===== src/hdl/mts_pkg.sv =====
// Package for the minimum-tracking stack: payload structs, operation and status codes,
// controller state encoding and the command and status structs between controller and datapath.
// Depends on nothing; every other file of the block imports it.
package mts_pkg;

   // Fixed field widths of the payload.
   localparam int VALUE_W = 32;
   localparam int CNT_W   = 7;

   // Value reported for top and minimum when the stack is empty.
   localparam logic signed [VALUE_W-1:0] INT_MIN = {1'b1, {(VALUE_W-1){1'b0}}};

   // Capacity register value after reset.
   localparam logic [CNT_W-1:0] CAP_RESET = 7'd64;

   typedef enum logic [1:0] {
      OP_PUSH  = 2'd0,
      OP_POP   = 2'd1,
      OP_QUERY = 2'd2
   } op_type;

   typedef enum logic [1:0] {
      STATUS_OK        = 2'd0,
      STATUS_OVERFLOW  = 2'd1,
      STATUS_UNDERFLOW = 2'd2
   } status_type;

   typedef enum logic {
      ST_IDLE,
      ST_FETCH
   } state_type;

   typedef struct packed {
      logic [1:0]                operation;
      logic signed [VALUE_W-1:0] push_value;
   } req_payload_type;

   typedef struct packed {
      logic signed [VALUE_W-1:0] top_value;
      logic signed [VALUE_W-1:0] minimum_value;
      logic [CNT_W-1:0]          entry_count;
      logic                      empty_flag;
      logic                      full_flag;
      status_type                status;
   } rsp_payload_type;

   // Commands from the controller to the datapath.
   typedef struct packed {
      logic       push_en;
      logic       pop_en;
      logic       fetch_top;
      logic       rsp_load;
      status_type status;
   } ctl_cmd_type;

   // Stack condition reported by the datapath before the step.
   typedef struct packed {
      logic empty;
      logic full;
      logic single;
   } dp_status_type;

endpackage


===== src/hdl/min_tracking_stack.sv =====
// Minimum-tracking stack of signed 32-bit values.
// Request channel (req_valid, req_ready, req_payload): each beat is a push, a pop or a query;
// code 3 acts as a query. Response channel (rsp_valid, rsp_ready, rsp_payload): exactly one
// beat per request, giving top value, minimum, count, empty and full flags and a status.
// Push and query results are registered at the accepting edge. A pop that leaves entries
// behind reads the new top from the entry memory's single read port and answers from the
// fetch state after that read, taking no new request meanwhile; all other items answer
// at the accepting edge. An overflowing push or an underflowing pop reports its status and
// changes nothing. The csr_ port writes the usable capacity (reset 64, clamped to
// one..MAX_DEPTH); the user must write it only while the block is idle (not enforced).
// A response that is not taken holds its beat; a new request is taken in the same cycle
// the waiting response leaves, otherwise req_ready stays low.
// Reset clears the count and the response flag and restores the capacity; memory contents
// are not cleared. MAX_DEPTH ranges from 2 to 127.
// Depends on mts_pkg, mts_controller and mts_datapath.
module min_tracking_stack #(
   parameter int MAX_DEPTH = 64
) (
   input  logic                      clock,
   input  logic                      reset,
   input  logic                      req_valid,
   output logic                      req_ready,
   input  mts_pkg::req_payload_type  req_payload,
   output logic                      rsp_valid,
   input  logic                      rsp_ready,
   output mts_pkg::rsp_payload_type  rsp_payload,
   input  logic                      csr_write_enable,
   input  logic [mts_pkg::CNT_W-1:0] csr_write_data
);
   import mts_pkg::*;

   ctl_cmd_type   cmd;
   dp_status_type dp_status;

   // Sequencing of request and response beats.
   mts_controller u_ctl (
      .clock     (clock),
      .reset     (reset),
      .req_valid (req_valid),
      .req_ready (req_ready),
      .operation (req_payload.operation),
      .rsp_valid (rsp_valid),
      .rsp_ready (rsp_ready),
      .dp_status (dp_status),
      .cmd       (cmd)
   );

   // Storage and result formation.
   mts_datapath #(
      .MAX_DEPTH (MAX_DEPTH)
   ) u_dp (
      .clock            (clock),
      .reset            (reset),
      .req_payload      (req_payload),
      .csr_write_enable (csr_write_enable),
      .csr_write_data   (csr_write_data),
      .cmd              (cmd),
      .dp_status        (dp_status),
      .rsp_payload      (rsp_payload)
   );

endmodule


===== src/hdl/mts_controller.sv =====
// Controller of the minimum-tracking stack: decodes each request beat, sequences the
// memory fetch after a pop and owns the response valid flag.
// Depends on mts_pkg.
module mts_controller (
   input  logic                     clock,
   input  logic                     reset,
   input  logic                     req_valid,
   output logic                     req_ready,
   input  logic [1:0]               operation,
   output logic                     rsp_valid,
   input  logic                     rsp_ready,
   input  mts_pkg::dp_status_type   dp_status,
   output mts_pkg::ctl_cmd_type     cmd
);
   import mts_pkg::*;

   state_type state_ff;
   state_type state_in;
   logic      rsp_valid_ff;
   logic      rsp_valid_in;
   logic      accept;

   // A new beat is taken only in idle and when the response slot is free or emptying.
   assign req_ready = (state_ff == ST_IDLE) && (!rsp_valid_ff || rsp_ready);
   assign accept    = req_valid && req_ready;
   assign rsp_valid = rsp_valid_ff;

   // Next state: a pop that leaves entries behind must wait for the new top from memory.
   always_comb begin
      state_in = state_ff;
      case (state_ff)
         ST_IDLE: begin
            if (accept && operation == OP_POP && !dp_status.empty && !dp_status.single) begin
               state_in = ST_FETCH;
            end
         end
         ST_FETCH: begin
            state_in = ST_IDLE;
         end
         default: begin
            state_in = ST_IDLE;
         end
      endcase
   end

   // Command outputs for the datapath.
   always_comb begin
      cmd = '0;
      cmd.status = STATUS_OK;
      case (state_ff)
         ST_IDLE: begin
            case (operation)
               OP_PUSH: begin
                  if (dp_status.full) begin
                     cmd.status = STATUS_OVERFLOW;
                  end else begin
                     cmd.push_en = accept;
                  end
                  cmd.rsp_load = accept;
               end
               OP_POP: begin
                  if (dp_status.empty) begin
                     cmd.status   = STATUS_UNDERFLOW;
                     cmd.rsp_load = accept;
                  end else begin
                     cmd.pop_en   = accept;
                     cmd.rsp_load = accept && dp_status.single;
                  end
               end
               default: begin
                  cmd.rsp_load = accept;
               end
            endcase
         end
         ST_FETCH: begin
            cmd.fetch_top = 1'b1;
            cmd.rsp_load  = 1'b1;
         end
         default: begin
            cmd = '0;
         end
      endcase
   end

   // The response flag is set when a result is loaded and cleared when it is taken.
   always_comb begin
      if (cmd.rsp_load) begin
         rsp_valid_in = 1'b1;
      end else if (rsp_ready) begin
         rsp_valid_in = 1'b0;
      end else begin
         rsp_valid_in = rsp_valid_ff;
      end
   end

   always_ff @(posedge clock) begin
      if (reset) begin
         state_ff     <= ST_IDLE;
         rsp_valid_ff <= 1'b0;
      end else begin
         state_ff     <= state_in;
         rsp_valid_ff <= rsp_valid_in;
      end
   end

   // The fetch state is entered only straight after an accepted pop.
   assert property (@(posedge clock) disable iff (reset)
      (state_ff == ST_FETCH) |-> $past(cmd.pop_en))
      else $error("fetch state without a preceding pop");

   // A result is never loaded over one that is still waiting.
   assert property (@(posedge clock) disable iff (reset)
      cmd.rsp_load |-> (!rsp_valid_ff || rsp_ready))
      else $error("response overwritten before it was taken");

   // A pending pop fetch holds off new request beats.
   assert property (@(posedge clock) disable iff (reset)
      (state_ff == ST_FETCH) |-> !req_ready)
      else $error("request taken during top fetch");

endmodule


===== src/hdl/mts_datapath.sv =====
// Datapath of the minimum-tracking stack: entry memory, cached top value and minimum,
// entry count, capacity register and the response register.
// Depends on mts_pkg.
module mts_datapath #(
   parameter int MAX_DEPTH = 64
) (
   input  logic                      clock,
   input  logic                      reset,
   input  mts_pkg::req_payload_type  req_payload,
   input  logic                      csr_write_enable,
   input  logic [mts_pkg::CNT_W-1:0] csr_write_data,
   input  mts_pkg::ctl_cmd_type      cmd,
   output mts_pkg::dp_status_type    dp_status,
   output mts_pkg::rsp_payload_type  rsp_payload
);
   import mts_pkg::*;

   localparam int               AW      = $clog2(MAX_DEPTH);
   localparam logic [CNT_W-1:0] MAX_CNT = CNT_W'(MAX_DEPTH);

   // Each memory word holds a value and the minimum of it and everything below it.
   logic [2*VALUE_W-1:0]      stack_mem [MAX_DEPTH];
   logic [2*VALUE_W-1:0]      rd_ff;
   logic [CNT_W-1:0]          count_ff;
   logic [CNT_W-1:0]          count_in;
   logic [CNT_W-1:0]          cap_ff;
   logic [CNT_W-1:0]          cap_eff;
   logic [CNT_W-1:0]          below_idx;
   logic signed [VALUE_W-1:0] top_val_ff;
   logic signed [VALUE_W-1:0] top_val_in;
   logic signed [VALUE_W-1:0] top_min_ff;
   logic signed [VALUE_W-1:0] top_min_in;
   logic signed [VALUE_W-1:0] push_min;
   rsp_payload_type           rsp_ff;
   rsp_payload_type           rsp_in;

   // Capacity clamped to the range one to the memory depth.
   always_comb begin
      if (cap_ff == '0) begin
         cap_eff = CNT_W'(1);
      end else if (cap_ff > MAX_CNT) begin
         cap_eff = MAX_CNT;
      end else begin
         cap_eff = cap_ff;
      end
   end

   assign dp_status.empty  = (count_ff == '0);
   assign dp_status.full   = (count_ff >= cap_eff);
   assign dp_status.single = (count_ff == CNT_W'(1));

   // Running minimum for a pushed value.
   assign push_min = (count_ff != '0 && top_min_ff < req_payload.push_value) ?
                     top_min_ff : req_payload.push_value;

   // Address of the entry that becomes the top after a pop.
   assign below_idx = count_ff - CNT_W'(2);

   // Next count and cached top.
   always_comb begin
      count_in   = count_ff;
      top_val_in = top_val_ff;
      top_min_in = top_min_ff;
      if (cmd.push_en) begin
         count_in   = count_ff + CNT_W'(1);
         top_val_in = req_payload.push_value;
         top_min_in = push_min;
      end else if (cmd.pop_en) begin
         count_in = count_ff - CNT_W'(1);
      end else if (cmd.fetch_top) begin
         top_val_in = rd_ff[2*VALUE_W-1:VALUE_W];
         top_min_in = rd_ff[VALUE_W-1:0];
      end
   end

   // Result beat describing the stack after the step.
   always_comb begin
      rsp_in.entry_count = count_in;
      rsp_in.empty_flag  = (count_in == '0);
      rsp_in.full_flag   = (count_in >= cap_eff);
      rsp_in.status      = cmd.status;
      if (count_in == '0) begin
         rsp_in.top_value     = INT_MIN;
         rsp_in.minimum_value = INT_MIN;
      end else begin
         rsp_in.top_value     = top_val_in;
         rsp_in.minimum_value = top_min_in;
      end
   end

   // Entry memory: written on push, read on pop.
   always_ff @(posedge clock) begin
      if (cmd.push_en) begin
         stack_mem[count_ff[AW-1:0]] <= {req_payload.push_value, push_min};
      end
      if (cmd.pop_en) begin
         rd_ff <= stack_mem[below_idx[AW-1:0]];
      end
   end

   // Control registers.
   always_ff @(posedge clock) begin
      if (reset) begin
         count_ff <= '0;
         cap_ff   <= CAP_RESET;
      end else begin
         count_ff <= count_in;
         if (csr_write_enable) begin
            cap_ff <= csr_write_data;
         end
      end
   end

   // Payload registers.
   always_ff @(posedge clock) begin
      top_val_ff <= top_val_in;
      top_min_ff <= top_min_in;
      if (cmd.rsp_load) begin
         rsp_ff <= rsp_in;
      end
   end

   assign rsp_payload = rsp_ff;

   // The count never passes the memory depth.
   assert property (@(posedge clock) disable iff (reset) count_ff <= MAX_CNT)
      else $error("entry count beyond memory depth");

   // A push is never issued on a full stack, nor a pop on an empty one.
   assert property (@(posedge clock) disable iff (reset)
      cmd.push_en |-> !dp_status.full)
      else $error("push issued on a full stack");

   assert property (@(posedge clock) disable iff (reset)
      cmd.pop_en |-> !dp_status.empty)
      else $error("pop issued on an empty stack");

endmodule


===== config.mk =====
export PLATFORM = sky130hd
export DESIGN_NAME = min_tracking_stack
export DESIGN_NICKNAME = d
export VERILOG_FILES = /design/src/hdl/mts_pkg.sv /design/src/hdl/min_tracking_stack.sv /design/src/hdl/mts_controller.sv /design/src/hdl/mts_datapath.sv
export SDC_FILE = /design/constraint.sdc
export NUM_CORES = 2
export LEC_CHECK = 0
export BUFFER_PORTS_ARGS = -buffer_cell sky130_fd_sc_hd__buf_2
export CAP_MARGIN = 5
export CORE_ASPECT_RATIO = 1.4
export CORE_MARGIN = 10
export CORE_UTILIZATION = 55
export CTS_CLUSTER_DIAMETER = 40
export DETAILED_ROUTE_END_ITERATION = 16
export PLACE_DENSITY_LB_ADDON = 0.25
export SLEW_MARGIN = 20
export SYNTH_ARGS = -nofsm -noshare
export SYNTH_HDL_FRONTEND = slang
export SYNTH_SLANG_ARGS = --single-unit

===== constraint.sdc =====
create_clock -name clock -period 5.6 [get_ports clock]
set_clock_uncertainty 0.2 [all_clocks]
set_input_delay 0.28 -clock clock [delete_from_list [all_inputs] [get_ports clock]]
set_output_delay 0.28 -clock clock [all_outputs]
set_load 0.01 [all_outputs]

== After elaboration in Yosys (flattened, before gate mapping) ==
Memories as Yosys holds them, arrays and structs flattened. A register that Yosys moved wholly into a read port is not among the register bits.
Cells that the tools add are included.

* Flip-flop bits (word level): 155
* Bits in writable memories: 4,096
* Input port bits: 46
* Output and inout bits: 77
* Memories: 1

* Add/sub/neg operators: 3
* $lt $le $gt $ge: 4
* Equal/unequal tests: 2
* Multiplexer cells: 29
* Bitwise operators: 1
* Reductions and logical operators: 17

{| class="wikitable"
|+ Memories
! memory !! words !! width !! rd ports !! clocked after memory_dff !! wr ports !! line !! source
|-
| u_dp.stack_mem || 64 || 64 || 1 || 1 || 1 || mts_datapath.sv:22 || <nowiki>logic [2*VALUE_W-1:0] stack_mem [MAX_DEPTH];</nowiki>
|}

{| class="wikitable"
|+ Operators with widths
! operator !! count
|-
| 2-to-1 mux 32 bit || 7
|-
| < comparator 32 bit || 1
|-
| 2-to-1 mux 7 bit || 4
|-
| zero test 7 bit || 3
|-
| >= comparator 7 bit || 2
|-
| 2-to-1 mux 1 bit || 13
|-
| adder 7 x 1 -> 7 bit, second input constant || 1
|-
| == test 7 x 1 -> 1 bit, second input constant || 1
|-
| > comparator 7 bit, second input constant || 1
|-
| logical AND 1 bit || 7
|-
| nonzero test 7 bit || 1
|-
| subtractor 7 x 1 -> 7 bit, second input constant || 1
|-
| subtractor 6 x 2 -> 6 bit, second input constant || 1
|-
| 2-to-1 mux 2 bit || 2
|-
| case mux 1 bit (2 select lines) || 2
|-
| case mux 2 bit (2 select lines) || 1
|-
| zero test 1 bit || 3
|-
| == test 2 x 1 -> 1 bit, second input constant || 1
|-
| zero test 2 bit || 1
|-
| nonzero test 2 bit || 1
|-
| logical OR 1 bit || 1
|-
| inverter 1 bit || 1
|}

== Longest topological paths before layout ==
* Depth after elaboration: 10
* Depth in mapped cells: 20
* Mapped depth without buffers: 19

== Hierarchy ==
From an unflattened synthesis, not the netlist that was laid out.

* Cells, all modules: 6,728
* Area, all modules: 165,287.3 um^2

{| class="wikitable"
|+ By module, submodules not included
! module !! instances !! cells each !! area an instance (um^2) !! sequential area each (um^2)
|-
| mts_datapath || 1 || 6,711 || 165,142.1 || 128,733.5
|-
| mts_controller || 1 || 17 || 145.1 || 40.0
|}

== Worst setup path before layout ==
OpenSTA, ideal clock, no wires.

* Path type: flip-flop to flip-flop
* Start point: register u_dp.count_ff[0]
* End point: memory u_dp.stack_mem[54][0] (netlist name) (enable)
* Arrival time: 5.231 ns
* Required time: 4.913 ns
* Setup slack: -0.317 ns
* Cell stages (with the launch flop): 12
* Buffers on the path: 2
* Period minus slack after synthesis: 5.917 ns
* Path through: dfxtp_1 > clkbuf_1 > inv_1 > ha_1 > nand2b_1 > a211o_1 > a211oi_2 > nand2_1 > clkbuf_1 > nor2_1 > nand2_1 > nor2_1

* Longest elaborated chain between the ends: 6

{| class="wikitable"
|+ RTL lines
! what !! line !! source
|-
| start: declaration || mts_datapath.sv:24 || <nowiki>logic [CNT_W-1:0] count_ff;</nowiki>
|-
| start signal: assignment || mts_datapath.sv:107 || <nowiki>count_ff <= count_in;</nowiki>
|-
| >= comparator 7 bit || mts_datapath.sv:49 || <nowiki>assign dp_status.full = (count_ff >= cap_eff);</nowiki>
|-
| 2-to-1 mux 1 bit || mts_controller.sv:54 || <nowiki>if (dp_status.full) begin</nowiki>
|-
| 2-to-1 mux 1 bit || mts_controller.sv:52 || <nowiki>case (operation)</nowiki>
|-
| 2-to-1 mux 2 bit || mts_controller.sv:50 || <nowiki>case (state_ff)</nowiki>
|-
| 2-to-1 mux 1 bit || mts_datapath.sv:93 || <nowiki>if (cmd.push_en) begin</nowiki>
|-
| 2-to-1 mux 1 bit (implied by the code) || mts_datapath.sv:94 || <nowiki>stack_mem[count_ff[AW-1:0]] <= {req_payload.push_value, push_min};</nowiki>
|-
| end: declaration || mts_datapath.sv:22 ||
|}

Several ways; a longest one is shown, not always the timed one.

== Worst setup path after layout ==
* Start point: register u_dp.top_min_ff[31]
* End point: memory u_dp.stack_mem[27][16] (netlist name) (data pin)

* Longest elaborated chain between the ends: 3

{| class="wikitable"
|+ RTL lines
! what !! line !! source
|-
| start: declaration || mts_datapath.sv:31 || <nowiki>logic signed [VALUE_W-1:0] top_min_ff;</nowiki>
|-
| start signal: assignment || mts_datapath.sv:117 || <nowiki>top_min_ff <= top_min_in;</nowiki>
|-
| < comparator 32 bit || mts_datapath.sv:53 || <nowiki>assign push_min = (count_ff != '0 && top_min_ff < req_payload.push_value) ?</nowiki>
|-
| logical AND 1 bit || mts_datapath.sv:53 ||
|-
| 2-to-1 mux 32 bit || mts_datapath.sv:53 ||
|-
| via u_dp.push_min[16] || mts_datapath.sv:33 || <nowiki>logic signed [VALUE_W-1:0] push_min;</nowiki>
|}

The timed path passes the listed nets, and every way through them passes these cells.

==> results.yml <==
clocking:
  clk_latency_ns: 0.94
  cts_buffer_depth: 4
  cts_tree: "yes"
  cts_sinks: 4315
  cts-buffers-inserted: 422
  post_cts_resized: 0
  root_buffer: "clkbuf_16"
  h-tree-depth: 5
  cts.clk_slew.worst_paths_ns: 0.07
grt:
  grt_antenna_before_repair: 22
  grt_use_total_pct: 29.21
  grt_util_met1_pct: 39.48
  grt_max_degree: 156
  grt_pass1_wl_um: 647900
  use_met3_pct: 7.532
  grtUsageMet2_pct: 46.12
  overflow: 0
  grt_pass1_vias: 79500
  busiest_layer: "met2"
setup_path:
  reg2reg_slack_ns: 0.99
  critPathRequiredTime_ns: 5.93
  end_kind: "flop"
  critPathSlowestCell: "mux2_2"
  cp_cell_sequence: "ha_1, nand4_1, or4_1, a31oi_1, nor2_1, xnor2_1, nand2_2, buf_12, mux2_2"
  crit_type: "reg -> reg"
  crit_path_max_incr_delay_ns: 1.00
  start_kind: "flop"
  arrival_ns: 4.95
  cp_max_fo: 64
outcome:
  status: "finished, final reports clean"
die:
  rows: 237
  die_h_um: 666.9
  io_pins: 123
  die_x_um: 482.1
  initial_core_util_pct: 55.22
  core_mm2: 0.2977
  die_area_mm2: 0.3215
routing:
  first_iter_violations: 13870
  post_drt_via_cell_ratio: 6.986
  dr.pass1.iters: 6
  vias: 80180
  antenna_left: 0
  finalWirelength_um: 470400
  drcViolationCount: 0
  wl_per_cell_um: 40.98
synth:
  synth_cell_types: 52
  synthesis.area_mm2: 0.1644
  yosysWarningCount: 0
  synthCells: 6599
  yosys_most_used_dff: "edfxtp_1"
  synth_nets: 6699
  ys_seq_area_share_pct: 78.33
  synth_area_per_cell_um2: 24.91
  synthArstFlopShare_pct: 0
  synth_edf_count: 4235
  synth-seq-cells: 4315
place:
  place_area_mm2: 0.1733
  port_buffers: 122
  pre_cts_slack_ns: 0.8232
  dpl.cell_count: 10620
  post-dp-hpwl_um: 236800
  gp_congestion: 0.8511
power_and_ir_drop:
  p_per_area_mw_per_mm2: 458.7
  power_frac_comb_pct: 20.8
  p_sw_share_pct: 26.99
  seqPwrFrac_pct: 45.7
  p_switching_mw: 23.29
  p_total_mw: 86.30
  p_leak_nw: 57.19
  p_int_mw: 63.01
  clockPowerShare_pct: 33.5
  max-vdd-ir-drop_mv: 0.4363
timing:
  setup_ws_ns: 0.9859
  fin_crit_sh_pct: 82.39
  fin_crit_ns: 4.614
  finalMaxSlewViolations: 0
  setup_tns_ns: 0
  worst_pin_slew_ns: 1.249
  grt_setup_unrepaired: "no"
  setup_viol: 0
  final_hold_viol_count: 0
  max_slew_margin_pct: 16.74
  fmax_mhz: 216.7
finish:
  finish.instance_area_mm2: 0.1881
  mostFrequentLayoutCell: "edfxtp_1"
  layoutNonFillerInstCount: 11480
  final_cell_mix: "4,235 x edfxtp_1, 1,344 x mux4_2, 432 x clkbuf_16, 149 x buf_12, 139 x buf_4"
  n_fill_cell: 19190
  area_growth_pct: 14.45
  layout-drive-gt1-share_pct: 34.19
  finalNetCount: 7264
worst_hold_path:
  hold_path.class: "in -> reg"
flow_run:
  cap_violations: 0
[stage by stage]
step | hold slack [ns] | util, %
floorplan | 0.1593 | -
CTS | 0.03482 | 63.17
finish | 0.08267 | 63.20
global route | 0.07703 | 63.19
global placement | 0.2889 | 58.19
detailed placement | 0.3086 | 58.19
[Yosys cell counts (all sizes together), types with 4 or more instances]
cell    number  share of area [%]
and2         6              0.023
xnor2        5              0.027
ha          54               0.41
a31oi        4              0.015
mux2        32               0.22
nand2       31              0.071
dfxtp       80               0.97
clkbuf     246               0.56
a211oi       5              0.026
mux4      1344                 18
nor2       124               0.28
nand2b      13              0.049
buf         92               0.24
a21oi       50               0.15
edfxtp    4235                 77
o21ai       13              0.040
o221a       30               0.21
a21o         4              0.018
nand3       34               0.10
nor2b       63               0.24
xor2         4              0.021
inv         40              0.091
nor3         9              0.030
nand4       10              0.038
mux2i       38               0.23
[power groups by stage]
stage          Combinational, mW  Sequential [mW]  Clock [mW]
2_1_floorplan               11.5             39.7           0
3_3_place_gp                17.4             40.1           0
3_5_place_dp                17.7             40.1           0
4_1_cts                     17.9             39.4        29.1
5_1_grt                     18.8             39.4        30.3
6_report                    18.0             39.4        28.9
[cells by family (layout without fill, tap and decap cells)]
kind of cell    after synthesis  in the layout  synth area share [%]
compound gates              119            119                0.5206
xor+xnor                      9              9               0.04795
fa+ha+maj                    54             54                0.4110
buf+inv                     380           1301                0.8981
flops                      4315           4315                 78.33
mux                        1414           1414                 18.86
other cells                   0             15                     0
simple gates                308            308                0.9248
[critical path, delay by kind of cell, from the launching register on]
kind / cells / cell delay, ns
adders and majority gates: 1 / 0.42
muxes: 1 / 1.00
xor gates and xnor gates: 1 / 0.30
and+or+nand+nor: 4 / 1.28
DFF: 1 / 0.37
buffers and inverters: 1 / 0.29
AOI/OAI and AO/OA: 1 / 0.25
[state kept, by name (all words and copies together) (netlist names)]
signal / flops
u_dp.count_ff: 7
u_dp.top_val_ff: 32
u_dp.cap_ff: 7
u_ctl.rsp_valid: 1
u_ctl.state_ff: 1
u_dp.stack_mem: 4096
u_dp.top_min_ff: 32
u_dp.rd_ff: 64
u_dp.rsp_payload: 75
[path summary, 6_finish.rpt]
check | from | depth (start not counted) | to
hold / removal | req_payload[4] | 2 | u_dp.stack_mem[24][36]
hold reg to reg | u_dp.top_val_ff[25] | 2 | u_dp.top_val_ff[25]
setup / recovery | u_dp.top_min_ff[31] | 9 | u_dp.stack_mem[27][16]
setup reg to reg | u_dp.top_min_ff[31] | 9 | u_dp.stack_mem[27][16]
[routing by layer]
| metal | up-vias | share of wire (%) | wire, um |
|---|---|---|---|
| met4 | 8 | 4.7 | 22140 |
| li1 | 29830 | - | - |
| met3 | 1007 | 13 | 59690 |
| met5 | - | 0.012 | 55 |
| met2 | 6010 | 48 | 227100 |
| met1 | 43330 | 34 | 161400 |
[final cells by class]
type,instances,area [um2],area share [%]
timing repair buffer,479,5346,2.842
multi-input combinational,1904,34750,18.47
tap,3943,4933,2.622
inverter,42,162.7,0.08645
sequential,4315,128800,68.45
clock inverter,281,2998,1.593
clock buffer,499,11130,5.917
antenna,15,37.54,0.01995
[timing repair]
item	4_1_cts	5_1_grt
hold buffers	67	0
hold endpoints to repair	1507	0
buffers inserted	0	0
Note: power is estimated with default switching activity, not from simulation.
